`src/sv/cbam_pkg.sv`:
```
`default_nettype none

package cbam_pkg;

   localparam int unsigned SRAM_DEPTH_DEFAULT = 524288;

   localparam int unsigned ROM_DIVIDEND_W = 22;
   localparam int unsigned ROM_OFFSET_W   = 23;
   localparam int unsigned ROM_SIZE_W     = 24;
   localparam int unsigned SRAM_OFFSET_W  = 19;

   localparam int unsigned CSR_DATA_W  = 24;
   localparam int unsigned CSR_INDEX_W = 2;

   localparam logic [ROM_SIZE_W-1:0] ROM_SIZE_MAX   = 24'h800000;
   localparam logic [ROM_SIZE_W-1:0] ROM_SIZE_RESET = 24'h100000;

   // SRAM size: 2^code KB, code 0 disables it, codes above the clamp give the largest size
   localparam logic [3:0] SRAM_CODE_CLAMP = 4'd9;
   localparam logic [4:0] SRAM_LOG_BASE   = 5'd10;
   localparam logic [4:0] SRAM_LOG_MAX    = 5'd19;

   // register indexes
   localparam logic [CSR_INDEX_W-1:0] CSR_MAP_MODE  = 2'd0;
   localparam logic [CSR_INDEX_W-1:0] CSR_ROM_SIZE  = 2'd1;
   localparam logic [CSR_INDEX_W-1:0] CSR_SRAM_CODE = 2'd2;

   // layouts
   localparam logic [1:0] MAP_LOROM   = 2'd0;
   localparam logic [1:0] MAP_HIROM   = 2'd1;
   localparam logic [1:0] MAP_EXHIROM = 2'd2;

   // access kinds
   localparam logic OP_READ  = 1'b0;
   localparam logic OP_WRITE = 1'b1;

   // result targets
   localparam logic [1:0] TGT_NONE = 2'd0;
   localparam logic [1:0] TGT_ROM  = 2'd1;
   localparam logic [1:0] TGT_SRAM = 2'd2;

   typedef struct packed {
      logic        operation;
      logic [7:0]  bank;
      logic [15:0] address;
      logic [7:0]  write_data;
   } cbam_req_type;

   typedef struct packed {
      logic [1:0]               target;
      logic [ROM_OFFSET_W-1:0]  rom_offset;
      logic [SRAM_OFFSET_W-1:0] sram_offset;
      logic [7:0]               read_data;
   } cbam_rsp_type;

endpackage

`default_nettype wire

```
`src/sv/cbam_rom_mod.sv`:
```
`default_nettype none

// Bit-serial restoring remainder: one dividend bit per cycle.
module cbam_rom_mod import cbam_pkg::*; (
   input  logic                      clock,
   input  logic                      reset,
   input  logic                      start,
   input  logic [ROM_DIVIDEND_W-1:0] dividend,
   input  logic [ROM_SIZE_W-1:0]     modulus,
   output logic                      done,
   output logic [ROM_OFFSET_W-1:0]   remainder
);

   localparam int unsigned CNT_W = $clog2(ROM_DIVIDEND_W);

   logic [ROM_DIVIDEND_W-1:0] shift_ff, shift_in;
   logic [ROM_OFFSET_W-1:0]   rem_ff, rem_in;
   logic [CNT_W-1:0]          cnt_ff, cnt_in;
   logic                      busy_ff, busy_in;
   logic                      done_ff, done_in;
   logic [ROM_SIZE_W-1:0]     trial;

   always_comb begin
      trial    = {rem_ff, shift_ff[ROM_DIVIDEND_W-1]};
      shift_in = shift_ff;
      rem_in   = rem_ff;
      cnt_in   = cnt_ff;
      busy_in  = busy_ff;
      done_in  = 1'b0;
      if (start) begin
         shift_in = dividend;
         rem_in   = '0;
         cnt_in   = CNT_W'(ROM_DIVIDEND_W - 1);
         busy_in  = 1'b1;
      end else if (busy_ff) begin
         shift_in = {shift_ff[ROM_DIVIDEND_W-2:0], 1'b0};
         // the partial remainder stays below the modulus, so it fits
         if (trial >= modulus) begin
            rem_in = ROM_OFFSET_W'(trial - modulus);
         end else begin
            rem_in = trial[ROM_OFFSET_W-1:0];
         end
         cnt_in = cnt_ff - 1'b1;
         if (cnt_ff == '0) begin
            busy_in = 1'b0;
            done_in = 1'b1;
         end
      end
   end

   always_ff @(posedge clock) begin
      if (reset) begin
         busy_ff <= 1'b0;
         done_ff <= 1'b0;
         cnt_ff  <= '0;
      end else begin
         busy_ff <= busy_in;
         done_ff <= done_in;
         cnt_ff  <= cnt_in;
      end
   end

   always_ff @(posedge clock) begin
      shift_ff <= shift_in;
      rem_ff   <= rem_in;
   end

   assign done      = done_ff;
   assign remainder = rem_ff;

endmodule

`default_nettype wire

```
`config.mk`:
```
export PLATFORM = sky130hd
export DESIGN_NAME = cbam_rom_mod
export DESIGN_NICKNAME = d
export VERILOG_FILES = /design/src/sv/cbam_pkg.sv /design/src/sv/cbam_rom_mod.sv
export SDC_FILE = /design/constraint.sdc
export NUM_CORES = 1
export LEC_CHECK = 0
export BUFFER_PORTS_ARGS = -buffer_cell sky130_fd_sc_hd__buf_4
export CAP_MARGIN = 10
export CORE_MARGIN = 2
export CORE_UTILIZATION = 25
export CTS_BUF_LIST = sky130_fd_sc_hd__clkbuf_8
export DETAILED_ROUTE_END_ITERATION = 7
export PLACE_DENSITY = 0.47
export SYNTH_ARGS = -nofsm -noshare
export SYNTH_HDL_FRONTEND = slang
export SYNTH_SLANG_ARGS = --single-unit
```
`constraint.sdc`:
```
create_clock -name clock -period 2.9 [get_ports clock]
set_input_delay 0.29 -clock clock [delete_from_list [all_inputs] [get_ports clock]]
set_output_delay 0.29 -clock clock [all_outputs]
set_load 0.005 [all_outputs]
```
# ---- Yosys cells after proc, flatten, opt, wreduce, memory -nomap -nowiden
# Cells that the tools add are included.
dict set report word_totals {
  ff_bits 52
}
dict set report classes {
  n_addsub 2
  order_cmp 1
  muxes 9
  bitwise 1
  reduce_logical 4
}
# cell count
set op_table {}
lappend op_table {{$mux 22} 2}
lappend op_table {{$ge 24x24->1} 1}
lappend op_table {{$mux 23} 1}
lappend op_table {{$sub 23x23->23} 1}
lappend op_table {{$mux 5} 2}
lappend op_table {{$logic_not 5->1} 1}
lappend op_table {{$sub 5x1->5 const B} 1}
lappend op_table {{$mux 1} 4}
lappend op_table {{$reduce_or 3->1} 1}
lappend op_table {{$reduce_bool 2->1} 1}
lappend op_table {{$reduce_or 2->1} 1}
lappend op_table {{$not 1->1} 1}

# ---- Depth between registers and ports, before layout
# Gate-level depths: netlist (run 1).
dict set report logic_depth {
  word_depth 4
  mapped_depth 12
  depth_no_buf 11
}

# ---- Worst setup path after synthesis (run 1)
# No wires, ideal clock.
dict set report synth_path {
  path_type {reg-to-reg}
  from {reg shift_ff[21]}
  to {reg rem_ff[19], in the netlist remainder[19]}
  setup_ps 117
  arrival_time_ps 2485
  path_slack_ps 299
  stages_incl_launch_ff 12
  synth_period_minus_slack_ps 2601
  path_cell_list {edfxtp_1 -> inv_1 -> ha_1 -> fa_1 -> and2b_1 -> o31a_2 -> o21ai_4 -> a21oi_4 -> nor2_8 -> mux2_1 -> mux2_2 -> and4b_1}
}
dict set report synth_via {
  elab_chain_cells 2
  elab_cells_between_ends 3
  classes_between {1 x add/sub; 1 x order compare; 1 x mux}
}
# item line
set synth_rtl {}
lappend synth_rtl {{from (decl)} cbam_rom_mod.sv:16} ;# logic [ROM_DIVIDEND_W-1:0] shift_ff, shift_in;
lappend synth_rtl {{from (signal assigned)} cbam_rom_mod.sv:64} ;# shift_ff <= shift_in;
lappend synth_rtl {{$sub 23x23->23 / $ge 24x24->1 (equally long branches)} {cbam_rom_mod.sv:39, cbam_rom_mod.sv:38}}
lappend synth_rtl {{$mux 23 (*)} cbam_rom_mod.sv:38} ;# if (trial >= modulus) begin
lappend synth_rtl {{to (signal assigned)} cbam_rom_mod.sv:65} ;# rem_ff <= rem_in;
lappend synth_rtl {{to (decl)} cbam_rom_mod.sv:17} ;# logic [ROM_OFFSET_W-1:0] rem_ff, rem_in;
# Every way passes the cells marked *; elsewhere a longest branch is shown, timed or not.
# A chain may end at the register's enable or synchronous reset.

# ---- Final worst setup path (run 1)
dict set report layout_path {
  from {reg shift_ff[21]}
  to {reg rem_ff[22], in the netlist remainder[22]}
}
# The elaborated chain is that of the path after synthesis.

==> run_results.csv, run 1 <==
group,metric,value,unit
synth,ys_types,62,
global_route,grt_pass1_wl,15970,microns
setup_path,cp-end-kind,"flip-flop",
flow_run,max_cap_violations,0,
setup_path,cp_slowest_cell,"fa_1",
global_route,grt_max_degree,40,
sta,hold_viol_final,0,
clock_network,ctsHtreeMaxLevel,2,
setup_path,crit_end,"remainder[22]",
pwr,peakVddDrop,0.2123,mV
setup_path,critPathLaunchType,"flip-flop",
global_route,first_global_vias,3188,
hold_path,hold_class,"input port to flip-flop",
synth,syn_nets,468,
sta,setup_tns,0,ns
drt,drt_iter0_markers,132,
drt,via_count,3068,
finish,drive_above_1_share,0.2796,
die,rows,44,
sta,slew_viol_final,0,
synth,ys_seq_elements,52,
die,die_w,124.7,microns
clock_network,clock_path_buffers,2,
pwr,leakage,1.935,nW
setup_path,reg2reg_to,"remainder[22]",
drt,drt-total-wl,9570,microns
sta,rsz0062_at_grt,"false",
synth,ys_seq_area_frac,0.3462,
die,ios,73,
die,start_util,0.2536,
finish,fin_nets,540,
placement,portBuffers,72,
clock_network,cts_sinks,52,
finish,area.growth.synth_to_final,22.73,%
synth,syn_avg_cell_area,9.295,sq um
setup_path,cp.required,3.16,ns
global_route,grt_overflow_total,0,
clock_network,clk_latency,0.33,ns
setup_path,crit_arrival,3.00,ns
drt,post_drt_wl_per_cell,14.75,microns
drt,postRouteAntennaNets,0,
setup_path,max_stage_delay,0.37,ns
synth,synth-async-reset-ratio,0,
placement,hpwl,7210,microns
clock_network,clk_pin_slew_worst_paths,0.11,ns
global_route,antenna_found_initial,0,
sta,finalCritPeriodShare,0.9447,
synth,synth-edff-count,22,
sta,worst_clock_skew,0.009838,ns
clock_network,post_cts.repair.setup_buffers,0,
finish,final_common_cell,"buf_4",
die,die_area,0.01556,sq mm
sta,tightest_slew,0.5438,ns
sta,hold_slack,0.1788,ns
finish,diodes,0,
synth,yosys_warnings,0,
finish,nFillCells,1531,
sta,max_clock_freq,365.0,MHz
sta,relSlewSlack,0.6375,
global_route,track_usage,0.1241,
placement,place.gp.congestion,0.8832,
sta,setup_viol,0,
setup_path,rrSetupSlack,0.16,ns
clock_network,cts_tree,"built",
die,core,0.01437,sq mm
setup_path,startpoint,"shift_ff[21]",
clock_network,cts_resized,0,
setup_path,cp_cell_sequence,"inv_1 -> ha_1 -> fa_1 -> and2b_1 -> o31a_2 -> o21ai_4 -> o21a_4 -> o21a_4 -> o31a_2 -> mux2_4 -> a21oi_2",
synth,synth_area,0.003643,sq mm
synth,dominantRegCellSynth,"dfxtp_1",
finish,layout_common_cells,"80 x buf_4, 43 x nor2_1, 33 x inv_1, 31 x a21oi_1, 30 x dfxtp_1",
finish,final_area,0.004472,sq mm
clock_network,cts-buffers-inserted,5,
clock_network,cts-root-buf,"clkbuf_8",
drt,avgViaCountPerCell,4.727,
drt,drc,0,
clock_network,holdBufCountCts,0,
setup_path,r2r-start,"shift_ff[21]",
setup_path,crit_type,"flip-flop to flip-flop",
placement,placedInstanceArea,0.004377,sq mm
pwr,pwr_density_cell,427.8,mW/mm^2
setup_path,cp_max_fo,4,
synth,synth_cells,392,
outcome,status,"finished clean",
sta,fin_crit,2.740,ns
setup_path,reg2regPathDepth,11,
drt,dr.pass1.iters,4,
die,die_h,124.7,microns
==> worst max-delay path, delay by kind of cell, from the launching register on <==
family | cells | cell delay, ns
compound gates | 6 | 1.15
mux | 1 | 0.30
flops | 1 | 0.36
buf+inv | 1 | 0.04
fa+ha+maj | 2 | 0.57
simple gates | 1 | 0.25
==> report_power, final <==
| group | internal, mW | total [mW] | switching, mW | leakage (nW) |
|---|---|---|---|---|
| sequential | 0.833 | 0.876 | 0.0432 | 0.468 |
| combinational | 0.275 | 0.562 | 0.288 | 1.42 |
| clock | 0.179 | 0.474 | 0.295 | 0.0506 |
| total | 1.29 | 1.91 | 0.626 | 1.94 |
==> sequential cells by signal, indices dropped and copies added (netlist names) <==
register / flops
cnt_ff: 5
shift_ff: 22
done: 1
busy_ff: 1
remainder: 23
==> cell type report <==
cell class | instances | area, sq um | share of cell area
Clock buffer | 5 | 68.82 | 0.01539
Clock inverter | 3 | 26.28 | 0.005876
Inverter | 33 | 123.9 | 0.02770
Multi-Input combinational cell | 292 | 2161 | 0.4832
Sequential cell | 52 | 1261 | 0.2820
Tap cell | 184 | 230.2 | 0.05148
Timing Repair Buffer | 80 | 600.6 | 0.1343
==> kinds of logic after synthesis <==
| kind of cell | after synthesis | share of synthesized area |
|---|---|---|
| compound gates | 103 | 0.1982 |
| mux | 36 | 0.1106 |
| flops | 52 | 0.3462 |
| xor+xnor | 17 | 0.04086 |
| simple gates | 109 | 0.1487 |
| fa+ha+maj | 27 | 0.09478 |
| buf+inv | 48 | 0.06078 |
==> layer usage <==
metal / vias to the layer above / part of all wire / GRT usage
li1: 1553 / - / -
met1: 1427 / 0.45 / 0.1551
met2: 78 / 0.48 / 0.2147
met3: 10 / 0.066 / 0.03393
met4: 0 / 0.0075 / 0.02445
met5: - / 0 / 0
==> cell usage after synthesis (4+ instances only) <==
master | count | area share
a21o_1 | 7 | 0.014
xnor2_1 | 10 | 0.024
o21ai_0 | 16 | 0.022
inv_1 | 33 | 0.034
nand4_1 | 6 | 0.010
nand2_1 | 23 | 0.024
nor2_1 | 43 | 0.044
dfxtp_1 | 30 | 0.16
nand2b_1 | 5 | 0.0086
mux2i_1 | 8 | 0.022
mux2_2 | 24 | 0.074
nor2b_1 | 6 | 0.010
xor2_1 | 7 | 0.017
a21oi_1 | 31 | 0.043
nand3_1 | 6 | 0.0082
buf_6 | 5 | 0.015
ha_1 | 26 | 0.089
a211oi_1 | 13 | 0.027
nor3_1 | 6 | 0.0082
o21a_1 | 4 | 0.0082
clkbuf_1 | 6 | 0.0062
edfxtp_1 | 22 | 0.18
==> worst min path at each step <==
| stage | from | to | slack (ns) | cells after the start |
|---|---|---|---|---|
| after floorplan | reset | busy_ff | 0.36 | 1 |
| after global placement | cnt_ff[1] | cnt_ff[1] | 0.49 | 2 |
| after detailed placement | remainder[2] | remainder[2] | 0.50 | 2 |
| after CTS | reset | cnt_ff[4] | 0.16 | 2 |
| after global routing | reset | cnt_ff[2] | 0.16 | 2 |
| final | reset | cnt_ff[2] | 0.18 | 2 |
==> stage by stage <==
stage / worst slack, ns / utilization / std cells / power (mW)
after detailed placement: 0.1373 / 0.3046 / 641 / 1.459
after global placement: 0.2013 / 0.3046 / 641 / 1.452
after global routing: 0.04661 / 0.3112 / 649 / 2.028
after CTS: 0.1559 / 0.3112 / 649 / 1.942
after floorplan: 0.2987 / - / 392 / 1.272
final: 0.1604 / 0.3112 / 649 / 1.913
(Power assumes the default switching activity.)
==> inputs of run 2 (changes only) <==
- MAX_ROUTING_LAYER: default -> met4
==> run 2 against run 1 <==
Clock-buffer cell count unchanged; utilization unchanged; global-route usage up 0.35 points.
==> run_results.csv, run 2 (synthesis gave the netlist of run 1 again) <==
group,metric,value,unit
finish,area.growth.synth_to_final,22.73,%
global_route,grt_overflow_total,0,
clock_network,cts_tree,"built",
sta,finalCritPeriodShare,0.9451,
die,rows,44,
setup_path,cp-end-kind,"flip-flop",
setup_path,crit_arrival,3.01,ns
die,core,0.01437,sq mm
global_route,antenna_found_initial,0,
sta,rsz0062_at_grt,"false",
setup_path,critPathLaunchType,"flip-flop",
clock_network,ctsHtreeMaxLevel,2,
clock_network,cts_sinks,52,
drt,postRouteAntennaNets,0,
pwr,p_sw,0.6290,mW
clock_network,cts-root-buf,"clkbuf_8",
drt,post_drt_wl_per_cell,14.76,microns
global_route,track_usage,0.1277,
sta,setup_tns,0,ns
setup_path,cp.required,3.16,ns
finish,nFillCells,1531,
finish,layout_common_cells,"80 x buf_4, 43 x nor2_1, 33 x inv_1, 31 x a21oi_1, 30 x dfxtp_1",
finish,drive_above_1_share,0.2796,
finish,fin_cells,649,
sta,tightest_slew,0.5357,ns
pwr,pwr_density_cell,428.5,mW/mm^2
sta,max_clock_freq,364.9,MHz
clock_network,cts-buffers-inserted,5,
pwr,peakVddDrop,0.2126,mV
pwr,p_int,1.287,mW
finish,final_area,0.004472,sq mm
pwr,switching_share,0.3283,
clock_network,clock_path_buffers,2,
sta,hold_slack,0.1730,ns
finish,diodes,0,
finish,fin_nets,540,
placement,place.gp.congestion,0.8979,
clock_network,clk_latency,0.33,ns
placement,dp_cells,641,
flow_run,max_cap_violations,0,
sta,relSlewSlack,0.6429,
sta,setup_viol,0,
pwr,clkPwrFrac,0.249,
pwr,combPwrFrac,0.294,
pwr,design_power_total,1.916,mW
placement,placedInstanceArea,0.004377,sq mm
sta,final.setup.worst_slack,0.1593,ns
die,die_area,0.01556,sq mm
sta,hold_viol_final,0,
setup_path,cp_max_fo,4,
placement,portBuffers,72,
pwr,power.share.sequential,0.457,
global_route,grt_max_degree,40,
sta,worst_clock_skew,0.01105,ns
placement,dp_slack,0.1373,ns
placement,hpwl,7210,microns
finish,fin_util,0.3112,
pwr,leakage,1.935,nW
sta,slew_viol_final,0,
clock_network,cts_resized,0,
drt,drt_iter0_markers,130,
hold_path,hold_class,"input port to flip-flop",
finish,largest_reg_flops,23,
clock_network,holdBufCountCts,0,
die,start_util,0.2536,
die,die_h,124.7,microns
die,ios,73,
drt,via_count,3085,
drt,dr.pass1.iters,4,
finish,final_common_cell,"buf_4",
clock_network,clk_pin_slew_worst_paths,0.11,ns
clock_network,post_cts.repair.setup_buffers,0,
global_route,grt_pass1_wl,15940,microns
setup_path,crit_type,"flip-flop to flip-flop",
drt,drc,0,
global_route,first_global_vias,3196,
die,die_w,124.7,microns
outcome,status,"finished clean",
drt,avgViaCountPerCell,4.753,
drt,drt-total-wl,9581,microns
sta,fin_crit,2.741,ns
run 2: cell type report:
class	count	area, sq um	share of cell area
tap	184	230.2	0.05148
multi-input combinational	292	2161	0.4832
timing repair buffer	80	600.6	0.1343
inverter	33	123.9	0.02770
clock inverter	3	26.28	0.005876
clock buffer	5	68.82	0.01539
sequential	52	1261	0.2820
run 2: per-layer routing:
| metal | vias to the layer above | global-route usage | wire (microns) |
|---|---|---|---|
| met1 | 1432 | 0.1575 | 4405 |
| met5 | - | - | 0 |
| met2 | 84 | 0.2147 | 4576 |
| met3 | 11 | 0.03007 | 519 |
| met4 | 0 | 0.02445 | 80 |
| li1 | 1558 | - | - |
run 2: power groups by stage:
stage | sequential (mW) | clock, mW | combinational (mW)
finish | 0.876 | 0.477 | 0.563
global route | 0.886 | 0.515 | 0.627
CTS | 0.878 | 0.496 | 0.568
detailed placement | 0.894 | 0 | 0.565
global placement | 0.892 | 0 | 0.560
floorplan | 0.881 | 0 | 0.391
run 2: path summary, 6_finish.rpt:
path / cells after the start / startpoint / slack (ns) / end
setup / recovery: 11 / shift_ff[21] / 0.16 / remainder[22]
hold / removal: 2 / reset / 0.17 / cnt_ff[2]
setup reg to reg: 11 / shift_ff[21] / 0.16 / remainder[22]
hold reg to reg: 2 / remainder[2] / 0.52 / remainder[2]
run 2: critical path, stage by stage, from the launching register on:
cell and delay (ns):
edfxtp_1 0.36, inv_1 0.04, ha_1 0.20, fa_1 0.37, and2b_1 0.25, o31a_2 0.19, o21ai_4 0.10, o21a_4 0.23
o21a_4 0.21, o31a_2 0.29, mux2_4 0.30, a21oi_2 0.13
==> inputs of run 3 (changes only) <==
- BUFFER_PORTS_ARGS: -buffer_cell sky130_fd_sc_hd__buf_4 -> -buffer_cell sky130_fd_sc_hd__buf_2
==> run 3 against run 2 <==
Clock skew hardly changed; sequential power decreased by 0.5%; wire length fell by 0.96%; largest power group unchanged; hold slack improved by 0.054 ns; design area shrank 3.5%; register-to-register slack hardly changed; critical path depth stayed put.
==> run_results.csv, run 3 (synthesis gave the netlist of run 1 again) <==
group,metric,value,unit
global_route,grt_overflow_total,0,
placement,place.gp.congestion,0.8811,
sta,finalCritPeriodShare,0.9445,
sta,max_clock_freq,365.1,MHz
drt,post_drt_wl_per_cell,14.55,microns
pwr,leakage,1.904,nW
finish,largest_reg_flops,23,
sta,relSlewSlack,0.5020,
sta,rsz0062_at_grt,"false",
finish,layout_common_cells,"72 x buf_2, 43 x nor2_1, 33 x inv_1, 31 x a21oi_1, 30 x dfxtp_1",
setup_path,crit_type,"flip-flop to flip-flop",
setup_path,crit_arrival,2.96,ns
pwr,peakVddDrop,0.2275,mV
clock_network,cts_sinks,52,
sta,hold_slack,0.2272,ns
sta,hold_viol_final,0,
sta,setup_viol,0,
setup_path,cp_max_fo,6,
die,die_area,0.01556,sq mm
outcome,status,"finished clean",
placement,placedInstanceArea,0.004219,sq mm
drt,dr.pass1.iters,4,
pwr,switching_share,0.3294,
drt,via_count,3084,
global_route,grt_max_degree,34,
clock_network,ctsHtreeMaxLevel,2,
clock_network,cts-root-buf,"clkbuf_8",
finish,final_common_cell,"buf_2",
setup_path,critPathLaunchType,"flip-flop",
finish,nFillCells,1524,
pwr,clkPwrFrac,0.248,
sta,setup_tns,0,ns
die,start_util,0.2536,
finish,drive_above_1_share,0.2842,
drt,postRouteAntennaNets,0,
pwr,p_sw,0.6193,mW
clock_network,clk_pin_slew_worst_paths,0.12,ns
pwr,power.share.sequential,0.464,
global_route,grt_pass1_wl,15370,microns
setup_path,cp.required,3.12,ns
die,rows,44,
flow_run,max_cap_violations,0,
finish,area.growth.synth_to_final,18.48,%
drt,drt_iter0_markers,95,
pwr,p_int,1.261,mW
drt,drt-total-wl,9489,microns
finish,fin_nets,543,
hold_path,hold_class,"input port to flip-flop",
clock_network,clk_latency,0.32,ns
placement,hpwl,7235,microns
drt,drc,0,
finish,final_area,0.004317,sq mm
pwr,combPwrFrac,0.288,
finish,diodes,0,
die,die_h,124.7,microns
clock_network,cts_tree,"built",
die,die_w,124.7,microns
die,core,0.01437,sq mm
global_route,track_usage,0.1246,
drt,avgViaCountPerCell,4.730,
sta,fin_crit,2.739,ns
global_route,first_global_vias,3118,
pwr,pwr_density_cell,435.5,mW/mm^2
sta,tightest_slew,0.7470,ns
die,ios,73,
placement,portBuffers,72,
sta,slew_viol_final,0,
sta,worst_clock_skew,0.01150,ns
clock_network,clock_path_buffers,2,
setup_path,cp-end-kind,"flip-flop",
clock_network,cts-buffers-inserted,5,
global_route,antenna_found_initial,0,
## run 3: changes by cell type in the layout (fill, tap and decap cells not counted)
cell        change
buf_2          +72
buf_4          -70
inv_6           +2
buf_6           +1
clkinv_4        -1
clkinvlp_4      +1
inv_4           -1
inv_8           -1
## run 3: power groups by stage
| stage | combinational (mW) | sequential (mW) | clock, mW |
|---|---|---|---|
| 6_report | 0.542 | 0.872 | 0.466 |
| 5_1_grt | 0.606 | 0.882 | 0.515 |
| 4_1_cts | 0.546 | 0.874 | 0.490 |
| 3_5_place_dp | 0.545 | 0.890 | 0 |
| 3_3_place_gp | 0.540 | 0.890 | 0 |
| 2_1_floorplan | 0.391 | 0.881 | 0 |
## run 3: final cells by class
cell class / count / area, sq um / area share
clock inverters: 3 / 25.02 / 0.005797
repair buffers: 83 / 446.7 / 0.1035
inverters: 33 / 123.9 / 0.02870
well taps: 184 / 230.2 / 0.05333
flip-flops and latches: 52 / 1261 / 0.2922
clock buffers: 5 / 68.82 / 0.01594
multi-input cells: 292 / 2161 / 0.5006
## run 3: stage by stage
| stage | cells | setup WS (ns) | power (mW) | utilization |
|---|---|---|---|---|
| 6_report | 652 | 0.1609 | 1.880 | 0.3004 |
| 4_1_cts | 652 | 0.1528 | 1.910 | 0.3002 |
| 3_3_place_gp | 644 | 0.2113 | 1.429 | 0.2936 |
| 3_5_place_dp | 644 | 0.1468 | 1.435 | 0.2936 |
| 2_1_floorplan | 392 | 0.2987 | 1.272 | - |
| 5_1_grt | 652 | 0.006216 | 2.003 | 0.3004 |
## run 3: worst paths after layout
kind,start,to,slack (ns),depth (start not counted)
max,shift_ff[21],remainder[19],0.16,11
min,reset,cnt_ff[4],0.23,2
max reg2reg,shift_ff[21],remainder[19],0.16,11
min reg2reg,cnt_ff[1],cnt_ff[1],0.51,2
## run 3: worst max-delay path, cell delays in order, from the launching register on
cell and delay, ns:
edfxtp_1 0.40, inv_1 0.07, ha_1 0.18, fa_1 0.18, and2b_1 0.20, o31a_2 0.34
o21ai_4 0.24, a21oi_4 0.12, nor2_8 0.13, mux2_1 0.33, mux2_2 0.26, and4b_1 0.19
## run 3: timing repair
item,4_1_cts,5_1_grt
hold endpoints to repair,0,0
hold buffers,0,0
buffers inserted,0,0
gates resized for setup,0,1
endpoints found under the setup margin,0,1
## run 3: per-layer routing
metal / vias up / GRT usage / wire length (microns) / share of wire
met1: 1439 / 0.1502 / 4332 / 0.46
met5: - / - / 0 / 0
met2: 75 / 0.2128 / 4599 / 0.48
li1: 1563 / - / - / -
met4: 0 / 0.02644 / 80 / 0.0084
met3: 7 / 0.02921 / 477 / 0.050
